`src/kvcr_pkg.sv`:
```
package kvcr_pkg;

  // Default sizes of the store.
  localparam int unsigned DefEntries   = 16;
  localparam int unsigned DefValueBits = 64;

  // Fixed widths of the interface fields.
  localparam int unsigned KeyW     = 32;
  localparam int unsigned DataW    = 64;
  localparam int unsigned CapW     = 5;
  localparam int unsigned PolW     = 2;
  localparam int unsigned CfgIdxW  = 4;
  localparam int unsigned CfgDataW = 8;

  // Operation codes.
  localparam logic FuncInsert = 1'b0;
  localparam logic FuncGet    = 1'b1;

  // Replacement policies; the unused code behaves as LRU.
  localparam logic [PolW-1:0] PolFifo = 2'd0;
  localparam logic [PolW-1:0] PolLru  = 2'd1;
  localparam logic [PolW-1:0] PolLifo = 2'd2;

  // Configuration register indexes and reset values.
  localparam logic [CfgIdxW-1:0] CfgCapacity = 4'd0;
  localparam logic [CfgIdxW-1:0] CfgPolicy   = 4'd1;
  localparam logic [CapW-1:0]    CapReset    = 5'd16;
  localparam logic [PolW-1:0]    PolReset    = PolLru;

  typedef struct packed {
    logic                   func;
    logic signed [KeyW-1:0] lookup_key;
    logic [DataW-1:0]       data_in;
  } kvcr_in_t;

  typedef struct packed {
    logic             hit;
    logic [DataW-1:0] data_out;
    logic             evicted;
  } kvcr_out_t;

  typedef enum logic {
    StIdle,
    StLookup
  } kvcr_state_e;

  // Commands from the controller to the datapath.
  typedef struct packed {
    logic load_in;
    logic execute;
  } kvcr_cmd_t;

endpackage

```
`src/kvcr_ctrl.sv`:
```
module kvcr_ctrl
  import kvcr_pkg::*;
(
  input  logic      clk_i,
  input  logic      rst_ni,
  input  logic      in_valid_i,
  output logic      in_ready_o,
  output logic      out_valid_o,
  input  logic      out_ready_i,
  output kvcr_cmd_t cmd_o
);

  kvcr_state_e state_q, state_d;
  logic        out_valid_q, out_valid_d;
  logic        slot_free;

  // The result register can take a new beat when empty or being drained.
  assign slot_free = !out_valid_q || out_ready_i;

  // Next state.
  always_comb begin
    state_d = state_q;
    case (state_q)
      StIdle: begin
        if (in_valid_i) begin
          state_d = StLookup;
        end
      end
      StLookup: begin
        if (slot_free) begin
          state_d = StIdle;
        end
      end
      default: begin
        state_d = StIdle;
      end
    endcase
  end

  // Outputs and commands.
  always_comb begin
    in_ready_o    = 1'b0;
    cmd_o.load_in = 1'b0;
    cmd_o.execute = 1'b0;
    case (state_q)
      StIdle: begin
        in_ready_o    = 1'b1;
        cmd_o.load_in = in_valid_i;
      end
      StLookup: begin
        cmd_o.execute = slot_free;
      end
      default: begin
        in_ready_o = 1'b0;
      end
    endcase
  end

  // Result valid flag.
  always_comb begin
    out_valid_d = out_valid_q;
    if (out_ready_i) begin
      out_valid_d = 1'b0;
    end
    if (cmd_o.execute) begin
      out_valid_d = 1'b1;
    end
  end

  assign out_valid_o = out_valid_q;

  always_ff @(posedge clk_i or negedge rst_ni) begin
    if (!rst_ni) begin
      state_q     <= StIdle;
      out_valid_q <= 1'b0;
    end else begin
      state_q     <= state_d;
      out_valid_q <= out_valid_d;
    end
  end

endmodule

```
`src/kvcr_datapath.sv`:
```
module kvcr_datapath
  import kvcr_pkg::*;
#(
  parameter int unsigned ENTRIES    = DefEntries,
  parameter int unsigned VALUE_BITS = DefValueBits
) (
  input  logic                clk_i,
  input  logic                rst_ni,
  input  kvcr_cmd_t           cmd_i,
  input  kvcr_in_t            in_data_i,
  output kvcr_out_t           out_data_o,
  input  logic                cfg_we_i,
  input  logic [CfgIdxW-1:0]  cfg_index_i,
  input  logic [CfgDataW-1:0] cfg_data_i
);

  localparam int unsigned IdxW = (ENTRIES > 1) ? $clog2(ENTRIES) : 1;
  localparam int unsigned CntW = $clog2(ENTRIES + 1);
  localparam int unsigned CmpW = (CntW > CapW) ? CntW : CapW;

  // Configuration registers.
  logic [CapW-1:0] capacity_q;
  logic [PolW-1:0] policy_q;

  // Operation being worked on.
  logic                  func_q;
  logic [KeyW-1:0]       key_q;
  logic [VALUE_BITS-1:0] val_q;

  // Entry state: valid bits, keys and ranks per entry, values in a memory.
  logic [ENTRIES-1:0]    valid_q;
  logic [CntW-1:0]       count_q;
  logic [KeyW-1:0]       key_mem [ENTRIES];
  logic [IdxW-1:0]       rank_q  [ENTRIES];
  logic [VALUE_BITS-1:0] data_mem [ENTRIES];
  logic [VALUE_BITS-1:0] rdata_q;

  // Result register.
  logic hit_q;
  logic evict_q;
  logic dsel_q;

  // Lookup and replacement decision.
  logic [ENTRIES-1:0] match;
  logic [ENTRIES-1:0] victim;
  logic [ENTRIES-1:0] valid_ev;
  logic [ENTRIES-1:0] free_oh;
  logic [ENTRIES-1:0] set_rank;
  logic [IdxW-1:0]    hit_idx;
  logic [IdxW-1:0]    hit_rank;
  logic [IdxW-1:0]    free_idx;
  logic [IdxW-1:0]    wr_idx;
  logic [IdxW-1:0]    last_rank;
  logic [IdxW-1:0]    vic_rank;
  logic [IdxW-1:0]    thr_rank;
  logic [IdxW-1:0]    new_rank;
  logic [CapW-1:0]    cap_nz;
  logic               hit;
  logic               lru;
  logic               lifo;
  logic               full;
  logic               ins_new;
  logic               do_evict;
  logic               touch;
  logic               dec_en;

  // Configuration writes; other indexes are ignored.
  always_ff @(posedge clk_i or negedge rst_ni) begin
    if (!rst_ni) begin
      capacity_q <= CapReset;
      policy_q   <= PolReset;
    end else if (cfg_we_i) begin
      if (cfg_index_i == CfgCapacity) begin
        capacity_q <= cfg_data_i[CapW-1:0];
      end else if (cfg_index_i == CfgPolicy) begin
        policy_q <= cfg_data_i[PolW-1:0];
      end
    end
  end

  // Input register, loaded when a beat is taken.
  always_ff @(posedge clk_i) begin
    if (cmd_i.load_in) begin
      func_q <= in_data_i.func;
      key_q  <= in_data_i.lookup_key;
      val_q  <= in_data_i.data_in[VALUE_BITS-1:0];
    end
  end

  // Policy decode and fullness; a capacity above the store size acts as the size.
  always_comb begin
    lifo   = (policy_q == PolLifo);
    lru    = !lifo && (policy_q != PolFifo);
    cap_nz = (capacity_q == '0) ? CapW'(1) : capacity_q;
    full   = (CmpW'(count_q) >= CmpW'(cap_nz)) || (count_q == CntW'(ENTRIES));
  end

  // Parallel key compare; keys of valid entries are unique, so at most one match bit is set.
  always_comb begin
    hit_idx  = '0;
    hit_rank = '0;
    for (int unsigned i = 0; i < ENTRIES; i++) begin
      match[i] = valid_q[i] && (key_mem[i] == key_q);
      if (match[i]) begin
        hit_idx  = hit_idx | IdxW'(i);
        hit_rank = hit_rank | rank_q[i];
      end
    end
    hit = |match;
  end

  // Victim selection by rank and the lowest free entry after eviction.
  always_comb begin
    last_rank = IdxW'(count_q - 1'b1);
    ins_new   = (func_q == FuncInsert) && !hit;
    do_evict  = ins_new && full;
    touch     = hit && ((func_q == FuncInsert) || lru);
    vic_rank  = lifo ? last_rank : '0;
    for (int unsigned i = 0; i < ENTRIES; i++) begin
      victim[i] = do_evict && valid_q[i] && (rank_q[i] == vic_rank);
    end
    valid_ev = valid_q & ~victim;
    free_idx = '0;
    for (int i = ENTRIES - 1; i >= 0; i--) begin
      if (!valid_ev[i]) begin
        free_idx = IdxW'(i);
      end
    end
    for (int unsigned i = 0; i < ENTRIES; i++) begin
      free_oh[i] = ins_new && (free_idx == IdxW'(i));
    end
    thr_rank = touch ? hit_rank : vic_rank;
    dec_en   = touch || do_evict;
    new_rank = (touch || do_evict) ? last_rank : IdxW'(count_q);
    set_rank = (touch ? match : '0) | free_oh;
    wr_idx   = hit ? hit_idx : free_idx;
  end

  // Valid bits and entry count.
  always_ff @(posedge clk_i or negedge rst_ni) begin
    if (!rst_ni) begin
      valid_q <= '0;
      count_q <= '0;
    end else if (cmd_i.execute && ins_new) begin
      valid_q <= valid_ev | free_oh;
      if (!do_evict) begin
        count_q <= count_q + 1'b1;
      end
    end
  end

  // Keys and ranks per entry.
  always_ff @(posedge clk_i) begin
    if (cmd_i.execute) begin
      for (int unsigned i = 0; i < ENTRIES; i++) begin
        if (free_oh[i]) begin
          key_mem[i] <= key_q;
        end
        if (set_rank[i]) begin
          rank_q[i] <= new_rank;
        end else if (dec_en && valid_ev[i] && (rank_q[i] > thr_rank)) begin
          rank_q[i] <= rank_q[i] - 1'b1;
        end
      end
    end
  end

  // Value memory: one write port, one registered read port.
  always_ff @(posedge clk_i) begin
    if (cmd_i.execute) begin
      if (func_q == FuncInsert) begin
        data_mem[wr_idx] <= val_q;
      end
      rdata_q <= data_mem[hit_idx];
    end
  end

  // Result register.
  always_ff @(posedge clk_i) begin
    if (cmd_i.execute) begin
      hit_q   <= hit;
      evict_q <= do_evict;
      dsel_q  <= hit && (func_q == FuncGet);
    end
  end

  assign out_data_o.hit      = hit_q;
  assign out_data_o.evicted  = evict_q;
  assign out_data_o.data_out = dsel_q ? DataW'(rdata_q) : '0;

endmodule

```
`src/key_value_cache_replacement_core.sv`:
```
// Fully associative key-value store with FIFO, LRU or LIFO replacement. The
// beat is registered on acceptance, and then, in the lookup state, all keys
// are compared in parallel, the victim is chosen by its recency rank and the
// entry state is updated, with the result loaded into an output register.
// A new input beat is taken while that result waits; the lookup cycle holds
// only if the previous result has still not been taken.
// The store is empty after reset with no clearing pass. Configuration writes
// are always ready and must be issued only while no operation is in flight.
module key_value_cache_replacement_core
  import kvcr_pkg::*;
#(
  parameter int unsigned ENTRIES    = DefEntries,
  parameter int unsigned VALUE_BITS = DefValueBits
) (
  input  logic                clk_i,
  input  logic                rst_ni,
  input  logic                in_valid_i,
  output logic                in_ready_o,
  input  kvcr_in_t            in_data_i,
  output logic                out_valid_o,
  input  logic                out_ready_i,
  output kvcr_out_t           out_data_o,
  input  logic                cfg_valid_i,
  output logic                cfg_ready_o,
  input  logic [CfgIdxW-1:0]  cfg_index_i,
  input  logic [CfgDataW-1:0] cfg_data_i
);

  kvcr_cmd_t cmd;

  // Configuration beats are taken at once.
  assign cfg_ready_o = 1'b1;

  kvcr_ctrl u_ctrl (
    .clk_i       (clk_i),
    .rst_ni      (rst_ni),
    .in_valid_i  (in_valid_i),
    .in_ready_o  (in_ready_o),
    .out_valid_o (out_valid_o),
    .out_ready_i (out_ready_i),
    .cmd_o       (cmd)
  );

  kvcr_datapath #(
    .ENTRIES    (ENTRIES),
    .VALUE_BITS (VALUE_BITS)
  ) u_datapath (
    .clk_i       (clk_i),
    .rst_ni      (rst_ni),
    .cmd_i       (cmd),
    .in_data_i   (in_data_i),
    .out_data_o  (out_data_o),
    .cfg_we_i    (cfg_valid_i),
    .cfg_index_i (cfg_index_i),
    .cfg_data_i  (cfg_data_i)
  );

endmodule

```
`config.mk`:
```
export PLATFORM = sky130hd
export DESIGN_NAME = key_value_cache_replacement_core
export DESIGN_NICKNAME = d
export VERILOG_FILES = /design/src/kvcr_pkg.sv /design/src/kvcr_ctrl.sv /design/src/kvcr_datapath.sv /design/src/key_value_cache_replacement_core.sv
export SDC_FILE = /design/constraint.sdc
export NUM_CORES = 2
export LEC_CHECK = 0
export ABC_AREA = 1
export BUFFER_PORTS_ARGS = -buffer_cell sky130_fd_sc_hd__buf_2
export CORE_UTILIZATION = 55
export CTS_CLUSTER_DIAMETER = 40
export DETAILED_ROUTE_END_ITERATION = 6
export PLACE_DENSITY = 0.81
export SYNTH_ARGS = -nofsm -noshare
export SYNTH_HDL_FRONTEND = slang
export SYNTH_HIERARCHICAL = 1
export SYNTH_SLANG_ARGS = --single-unit
export TNS_END_PERCENT = 20
```
`constraint.sdc`:
```
create_clock -name clk_i -period 8.3 [get_ports clk_i]
set_input_delay 0.415 -clock clk_i [delete_from_list [all_inputs] [get_ports clk_i]]
set_output_delay 0.415 -clock clk_i [all_outputs]
set_load 0.005 [all_outputs]
```
Yosys cells after proc, flatten, opt, wreduce, memory -nomap -nowiden. Memory sizes are Yosys's and may differ from the RTL's. A register that Yosys moved wholly into a read port is not among the register bits. Cells that the tools add are included.

Word-level logic and storage cells: 558. Memories kept: 3. Output and inout bits: 69. Bits in registers: 130. RAM bits: 1600. Input bits: 114.

Memories: u_datapath.data_mem (depth 16, width 64, rd ports 1, clocked after Yosys merged registers in 1, write ports 1, line kvcr_datapath.sv:35) `logic [VALUE_BITS-1:0] data_mem [ENTRIES];`; u_datapath.key_mem (depth 16, width 32, rd ports 16, clocked after Yosys merged registers in 0, write ports 1, line kvcr_datapath.sv:33) `logic [KeyW-1:0] key_mem [ENTRIES];`; u_datapath.rank_q (depth 16, width 4, rd ports 16, clocked after Yosys merged registers in 0, write ports 16, line kvcr_datapath.sv:34) `logic [IdxW-1:0] rank_q [ENTRIES];`.

Magnitude comparators: 17. Eq/ne operators: 50. Bitwise gates (word level): 39. Mux-type cells: 286. Add/sub/neg operators: 18. Reductions and logical operators: 133.

Operators with widths (count): 32-bit == test (16); 32-bit two-way mux (15); 32-bit OR reduction (15); 4-bit two-way mux (75); 1-bit two-way mux (186); 1-bit logical AND (102); 4-bit by 1-bit subtractor with 4-bit output, second input constant (17); 4-bit == test (16); 4-bit greater-than comparator (16); 64-bit two-way mux (1); 4-bit bitwise OR (15); 4-bit == test, second input constant (8); 16-bit bitwise OR (2); 16-bit AND (1); 4-bit by 3-bit == test with 1-bit output, second input constant (4); 16-bit two-way mux (1); 16-bit inverter (1); 1-bit bitwise OR (16); 16-bit OR reduction (1); 3-bit two-way mux (4); 4-bit by 1-bit == test with 1-bit output, second input constant (2); 4-bit by 2-bit == test with 1-bit output, second input constant (2); 4-bit logical NOT (2); 5-bit by 1-bit adder with 5-bit output, second input constant (1); other kinds (13) (24).

Longest topological paths before layout. An unclocked memory read counts as a cell.

Word-level depth: 48. Depth in mapped cells: 38. Depth with buffers taken out: 36.

By module. The synthesis kept the hierarchy.

Modules (own cells, without submodules): kvcr_datapath (area an instance 81889.8 sq um, cells an instance 7561, times used 1); kvcr_ctrl (area an instance 100.1 sq um, cells an instance 12, times used 1); key_value_cache_replacement_core (area an instance 11.3 sq um, cells an instance 2, times used 1).

Worst setup path after synthesis. OpenSTA, ideal clock, no wires.

Path kind: register to register. Start point: reg u_datapath.key_q[24]. End point: mem u_datapath/data_mem[0][0] (netlist name), enable pin. Library setup time: 0.486 ns. Cell stages (with the launch flop): 35. Arrival: 5.875 ns. Data required time: 7.814 ns. Slack: 1.938 ns. Buffers on the path: 1. Cell sequence: edfxtp_1 -> buf_4 -> inv_4 -> or2_2 -> nand2_1 -> nor2_1 -> nand2_1 -> nor2_1 -> nand3_1 -> nand2_1 -> nor2_1 -> nand2_2 -> nor2_4 -> nand4_1 -> nand2_1 -> inv_2 -> nand2_1 -> nand2_1 -> nand2_1 -> nand2_1 -> nand2_1 -> nand2_1 -> nand2_1 -> nand2_1 -> nand2_1 -> nand2_1 -> nand2_1 -> nand2_1 -> nand2_2 -> nand2_4 -> nand2_8 -> nand2_1 -> o21ai_1 -> nand2_1 -> nor2_1.

Cells in the longest elaborated chain, start to end: 27. Elaborated cells between the ends (all ways): 102. Classes of those cells: 16 x eq/ne; 32 x mux; 2 x bitwise; 52 x reduce/logical.

Ends and longest elaborated chain: start: declaration (line kvcr_datapath.sv:27) `logic [KeyW-1:0] key_q;`; start signal: assignment (line kvcr_datapath.sv:85) `key_q <= in_data_i.lookup_key;`; 32-bit == test (line kvcr_datapath.sv:103) `match[i] = valid_q[i] && (key_mem[i] == key_q);`; 1-bit logical AND (line kvcr_datapath.sv:103); 16-bit OR reduction (line kvcr_datapath.sv:109) `hit = |match;`; 1-bit logical NOT (line kvcr_datapath.sv:115) `ins_new = (func_q == FuncInsert) && !hit;`; 1-bit logical AND (line kvcr_datapath.sv:115); 1-bit logical AND (line kvcr_datapath.sv:116) `do_evict = ins_new && full;`; 1-bit logical AND (2 in a row) (line kvcr_datapath.sv:120) `victim[i] = do_evict && valid_q[i] && (rank_q[i] == vic_rank);`; 16-bit inverter (line kvcr_datapath.sv:122) `valid_ev = valid_q & ~victim;`; 16-bit AND (line kvcr_datapath.sv:122); 4-bit two-way mux (16 in a row) (line kvcr_datapath.sv:125) `if (!valid_ev[i]) begin`; 4-bit two-way mux (*) (line kvcr_datapath.sv:136) `wr_idx = hit ? hit_idx : free_idx;`; end: declaration (line kvcr_datapath.sv:35).

Every way passes the cells marked *; elsewhere a longest branch is shown, timed or not.

==> run_summary.xml <==
<?xml version="1.0" encoding="UTF-8"?>
<metrics>
  <group name="synth">
    <metric name="mappedNetlistNets" unit="">7777</metric>
    <metric name="synth_enable_flop_cells" unit="">1764</metric>
    <metric name="most_frequent_cell_after_synthesis" unit="">sky130_fd_sc_hd__nand2_1</metric>
    <metric name="synthArstFlopShare" unit="%">1.67</metric>
    <metric name="ys_dominant_reg_cell" unit="">sky130_fd_sc_hd__edfxtp_1</metric>
    <metric name="netlist_top_cells_count" unit="">2437 x sky130_fd_sc_hd__nand2_1, 1764 x sky130_fd_sc_hd__edfxtp_1, 597 x sky130_fd_sc_hd__inv_1</metric>
    <metric name="combinational_family_with_the_most_area_after_synthesis" unit="">simple AND/OR/NAND/NOR gates</metric>
    <metric name="yosys-mux-area-fraction" unit="%">0</metric>
    <metric name="synth.ff_latch_count" unit="">1794</metric>
    <metric name="netlist_area" unit="um^2">82000</metric>
    <metric name="synth_cell_type_count" unit="">73</metric>
    <metric name="synth_xor_area_share" unit="%">2.68</metric>
    <metric name="synth-adder-area-share" unit="%">1.34</metric>
    <metric name="synthCells" unit="">7575</metric>
    <metric name="synthSimpleGateAreaFrac" unit="%">17.4</metric>
    <metric name="yosysWarnings" unit="">6</metric>
    <metric name="synth_seq_area_share" unit="%">65.5</metric>
    <metric name="synthesis.area_per_instance" unit="um^2">10.8</metric>
    <metric name="fraction_of_post_synthesis_cell_area_in_the_top_cell_type_by_area" unit="%">64.6</metric>
    <metric name="dominant_cells_by_area_after_synthesis" unit="">sky130_fd_sc_hd__edfxtp_1 65%, sky130_fd_sc_hd__nand2_1 11%, sky130_fd_sc_hd__inv_1 2.7%</metric>
    <metric name="synth_compound_area_share" unit="%">8.08</metric>
    <metric name="synth_area_leader_cell" unit="">sky130_fd_sc_hd__edfxtp_1</metric>
  </group>
  <group name="finish">
    <metric name="area.growth.synth_to_final" unit="%">14.2</metric>
    <metric name="fin_nets" unit="">8063</metric>
    <metric name="final.fill_count" unit="">10600</metric>
    <metric name="finalNonFillerCells" unit="">9984</metric>
    <metric name="post_route_cells_drive_above_1_share" unit="%">10.3</metric>
  </group>
  <group name="placement">
    <metric name="preCtsSetupSlack" unit="ns">1.72</metric>
    <metric name="placed_cells" unit="">9461</metric>
    <metric name="dpl.hpwl" unit="um">133000</metric>
    <metric name="port-buffer-count" unit="">178</metric>
    <metric name="place.gp.congestion" unit="">0.983</metric>
  </group>
  <group name="global_route">
    <metric name="grt_usage" unit="%">32.1</metric>
    <metric name="grt_pass1_wl" unit="um">362000</metric>
    <metric name="top_usage_layer" unit="">met2</metric>
    <metric name="globalRouteMet2Util" unit="%">51.1</metric>
    <metric name="via_count_of_the_first_global_routing_pass" unit="">59800</metric>
    <metric name="grt_overflow" unit="">0</metric>
    <metric name="globalRouteMet3Util" unit="%">6.80</metric>
    <metric name="grt_max_degree" unit="">248</metric>
    <metric name="groute.layer.met1.usage" unit="%">40.7</metric>
    <metric name="number_of_antenna_violations_at_the_first_check_in_global_routing" unit="">9</metric>
  </group>
  <group name="floorplanning">
    <metric name="core.rowCount" unit="">141</metric>
    <metric name="floorplan.die.width" unit="um">388</metric>
    <metric name="num_io_pins" unit="">183</metric>
    <metric name="design.die.area" unit="um^2">151000</metric>
    <metric name="core-area" unit="um^2">148000</metric>
    <metric name="initial_utilization" unit="%">55.5</metric>
    <metric name="die_height" unit="um">388</metric>
  </group>
  <group name="sta">
    <metric name="grt_setup_unrepaired" unit="">false</metric>
    <metric name="slew_violations" unit="">0</metric>
    <metric name="tightestPinTransition" unit="ns">1.24</metric>
    <metric name="hold_viol_final" unit="">0</metric>
    <metric name="setup-tns-final" unit="ns">0</metric>
    <metric name="clock.fmax" unit="MHz">143</metric>
    <metric name="report.final.setup_viol" unit="">0</metric>
    <metric name="fin_crit" unit="ns">6.98</metric>
    <metric name="fin_skew" unit="ns">0.0709</metric>
    <metric name="timing.slew.headroom" unit="%">17.1</metric>
    <metric name="fin_ws" unit="ns">1.32</metric>
    <metric name="post-route-period-util" unit="%">84.1</metric>
    <metric name="hold_slack" unit="ns">0.0634</metric>
  </group>
  <group name="hold_path">
    <metric name="timing.hold.worst.start" unit="">cfg_valid_i</metric>
    <metric name="endpoint_of_the_worst_hold_timing_path" unit="">u_datapath/capacity_q[4]</metric>
    <metric name="hold_path.class" unit="">in -&gt; reg</metric>
    <metric name="hold_depth" unit="">3</metric>
  </group>
  <group name="worst_setup_path">
    <metric name="crit_path_frequent_cell" unit="">sky130_fd_sc_hd__nand2_1</metric>
    <metric name="critPathRequiredTime" unit="ns">8.86</metric>
    <metric name="r2r.worst_path.cells" unit="">25</metric>
    <metric name="worst_setup_path_end_kind" unit="">flip-flop</metric>
    <metric name="start_kind" unit="">flip-flop</metric>
    <metric name="r2r_end" unit="">u_datapath/rank_q[1][23]</metric>
    <metric name="critPathMaxStageDelay" unit="ns">0.79</metric>
    <metric name="setup.worst_path.class" unit="">reg -&gt; reg</metric>
    <metric name="critical_path.slowest_cell" unit="">sky130_fd_sc_hd__clkinv_1</metric>
    <metric name="worst-endpoint-arrival" unit="ns">7.55</metric>
    <metric name="path_max_fanout" unit="">18</metric>
    <metric name="worstReg2RegStart" unit="">u_datapath/key_q[16]</metric>
    <metric name="cp-startpoint" unit="">u_datapath/key_q[16]</metric>
    <metric name="rrSetupSlack" unit="ns">1.32</metric>
  </group>
  <group name="power_and_ir_drop">
    <metric name="pwr-share-comb" unit="%">17.3</metric>
    <metric name="clockPowerShare" unit="%">37.7</metric>
    <metric name="p_seq_share" unit="%">45.0</metric>
    <metric name="internal_power" unit="uW">17800</metric>
    <metric name="power_density" unit="nW/um^2">273</metric>
    <metric name="power.switching" unit="uW">7800</metric>
    <metric name="p_sw_share" unit="%">30.5</metric>
    <metric name="irDropWorstVdd" unit="mV">0.254</metric>
    <metric name="power.static_leakage" unit="uW">0.0361</metric>
  </group>
  <group name="clocking">
    <metric name="clk_slew_on_worst_s_h_paths" unit="ns">0.06</metric>
    <metric name="clk_path_buf_depth" unit="">3</metric>
    <metric name="post_cts_resize_count" unit="">0</metric>
    <metric name="clock_tree_from_tritoncts" unit="">done</metric>
    <metric name="root_buffer" unit="">sky130_fd_sc_hd__clkbuf_16</metric>
    <metric name="h-tree-depth" unit="">4</metric>
    <metric name="clock_sink_count" unit="">1794</metric>
    <metric name="clk-insertion-delay-late" unit="ns">0.88</metric>
    <metric name="cts_made_buffers" unit="">218</metric>
  </group>
  <group name="run_status">
    <metric name="outcome" unit="">complete, but fails checks</metric>
    <metric name="failed_checks" unit="">DRC</metric>
  </group>
  <group name="job">
    <metric name="max_cap_violations" unit="">0</metric>
  </group>
  <group name="drt">
    <metric name="via_per_instance_ratio" unit="">6.15</metric>
    <metric name="first_iter_violations" unit="">8576</metric>
    <metric name="ant_nets" unit="">0</metric>
    <metric name="detail_route.drc_violations" unit="">1</metric>
    <metric name="detailedRoute.firstPassIterationCount" unit="">7</metric>
    <metric name="routed_wirelength" unit="um">246000</metric>
    <metric name="vias" unit="">61400</metric>
    <metric name="routed_wl_per_cell" unit="um">24.6</metric>
  </group>
</metrics>
-- per-stage QoR --
stage / utilization, % / instance area, um^2 / total power, uW
5_1_grt: 63.3 / 93600 / 26300
2_1_floorplan: - / 82000 / 14300
6_report: 63.3 / 93600 / 25600
4_1_cts: 63.3 / 93600 / 25500
3_3_place_gp: 57.5 / 85000 / 15700
3_5_place_dp: 57.5 / 85000 / 15900
-- layout by cell type (no fill, tap or decap), drive strengths merged, types with 35 or more instances in the layout --
cell type	synthesis	final
a211o	59	59
a211oi	141	141
a21oi	362	362
buf	159	300
clkbuf	185	237
clkinv	3	91
dlygate4sd3	0	110
edfxtp	1764	1764
ha	88	88
inv	630	678
nand2	2452	2452
nand3	135	135
nand4	194	194
nor2	442	442
nor3	65	65
nor4	55	55
o2111ai	38	38
o21ai	178	178
o22ai	74	74
o311ai	59	59
o31ai	63	63
or2	35	35
xnor2	112	112
xor2	139	139
-- sequential cells by signal, summed over array words and instances (netlist names) --
name / cells
u_ctrl/out_valid_o: 1
u_ctrl/state_q: 1
u_datapath/capacity_q: 5
u_datapath/count_q: 5
u_datapath/data_mem: 1024
u_datapath/dsel_q: 1
u_datapath/evict_q: 1
u_datapath/func_q: 1
u_datapath/hit_q: 1
u_datapath/key_mem: 512
u_datapath/key_q: 32
u_datapath/policy_q: 2
u_datapath/rank_q: 64
u_datapath/rdata_q: 64
u_datapath/val_q: 64
u_datapath/valid_q: 16
-- worst max-delay path, delay by kind of cell, from the launching register on --
kind | cells | cell delay, ns
AND/OR/NAND/NOR | 18 | 3.26
flip-flops | 1 | 0.70
AO/OA/AOI/OAI | 3 | 1.19
buffers and inverters | 3 | 1.11
adder cells (fa/ha/maj) | 1 | 0.40
-- final cells by class --
cell class	count	area (um^2)	share of cell area, %
Tap cell	1930	2410	2.58
Multi-Input combinational cell	4804	24400	26.1
Clock inverter	175	1970	2.10
Antenna cell	1	2.50	0.00267
Inverter	633	2400	2.57
Sequential cell	1794	53700	57.4
Timing Repair Buffer	410	3170	3.39
Clock buffer	237	5540	5.91
-- worst max-delay path by stage --
stage,endpoint,slack (ns)
after floorplan,u_datapath/data_mem[0][0],1.94
after global placement,u_datapath/data_mem[13][28],1.81
after detailed placement,u_datapath/data_mem[0][10],1.72
after CTS,u_datapath/data_mem[12][7],1.67
after global routing,u_datapath/data_mem[12][13],1.17
final,u_datapath/rank_q[1][23],1.32
-- logic make-up after synthesis --
group	after synthesis
xor gates and xnor gates	251
and+or+nand+nor	3424
other	1
AOI/OAI and AO/OA	1040
adders and majority gates	88
buffers and inverters	977
DFF	1794
-- per-layer routing --
| metal | part of all wire (%) | vias up |
|---|---|---|
| li1 | - | 27000 |
| met1 | 35 | 29100 |
| met2 | 46 | 4324 |
| met3 | 12 | 956 |
| met4 | 6.5 | 10 |
| met5 | 0.026 | - |
-- timing repair --
item,4_1_cts,5_1_grt
endpoints found under the hold margin,134,0
hold buffers,110,0
setup buffers,0,0
-- power by group through the flow --
stage	clock network, uW	logic, uW	registers [uW]
final	9630	4430	11500
after global routing	10000	4750	11600
after CTS	9670	4300	11500
after detailed placement	0	4220	11700
after global placement	0	4100	11600
after floorplan	0	2720	11600
Power figures use the tool's default switching activity.
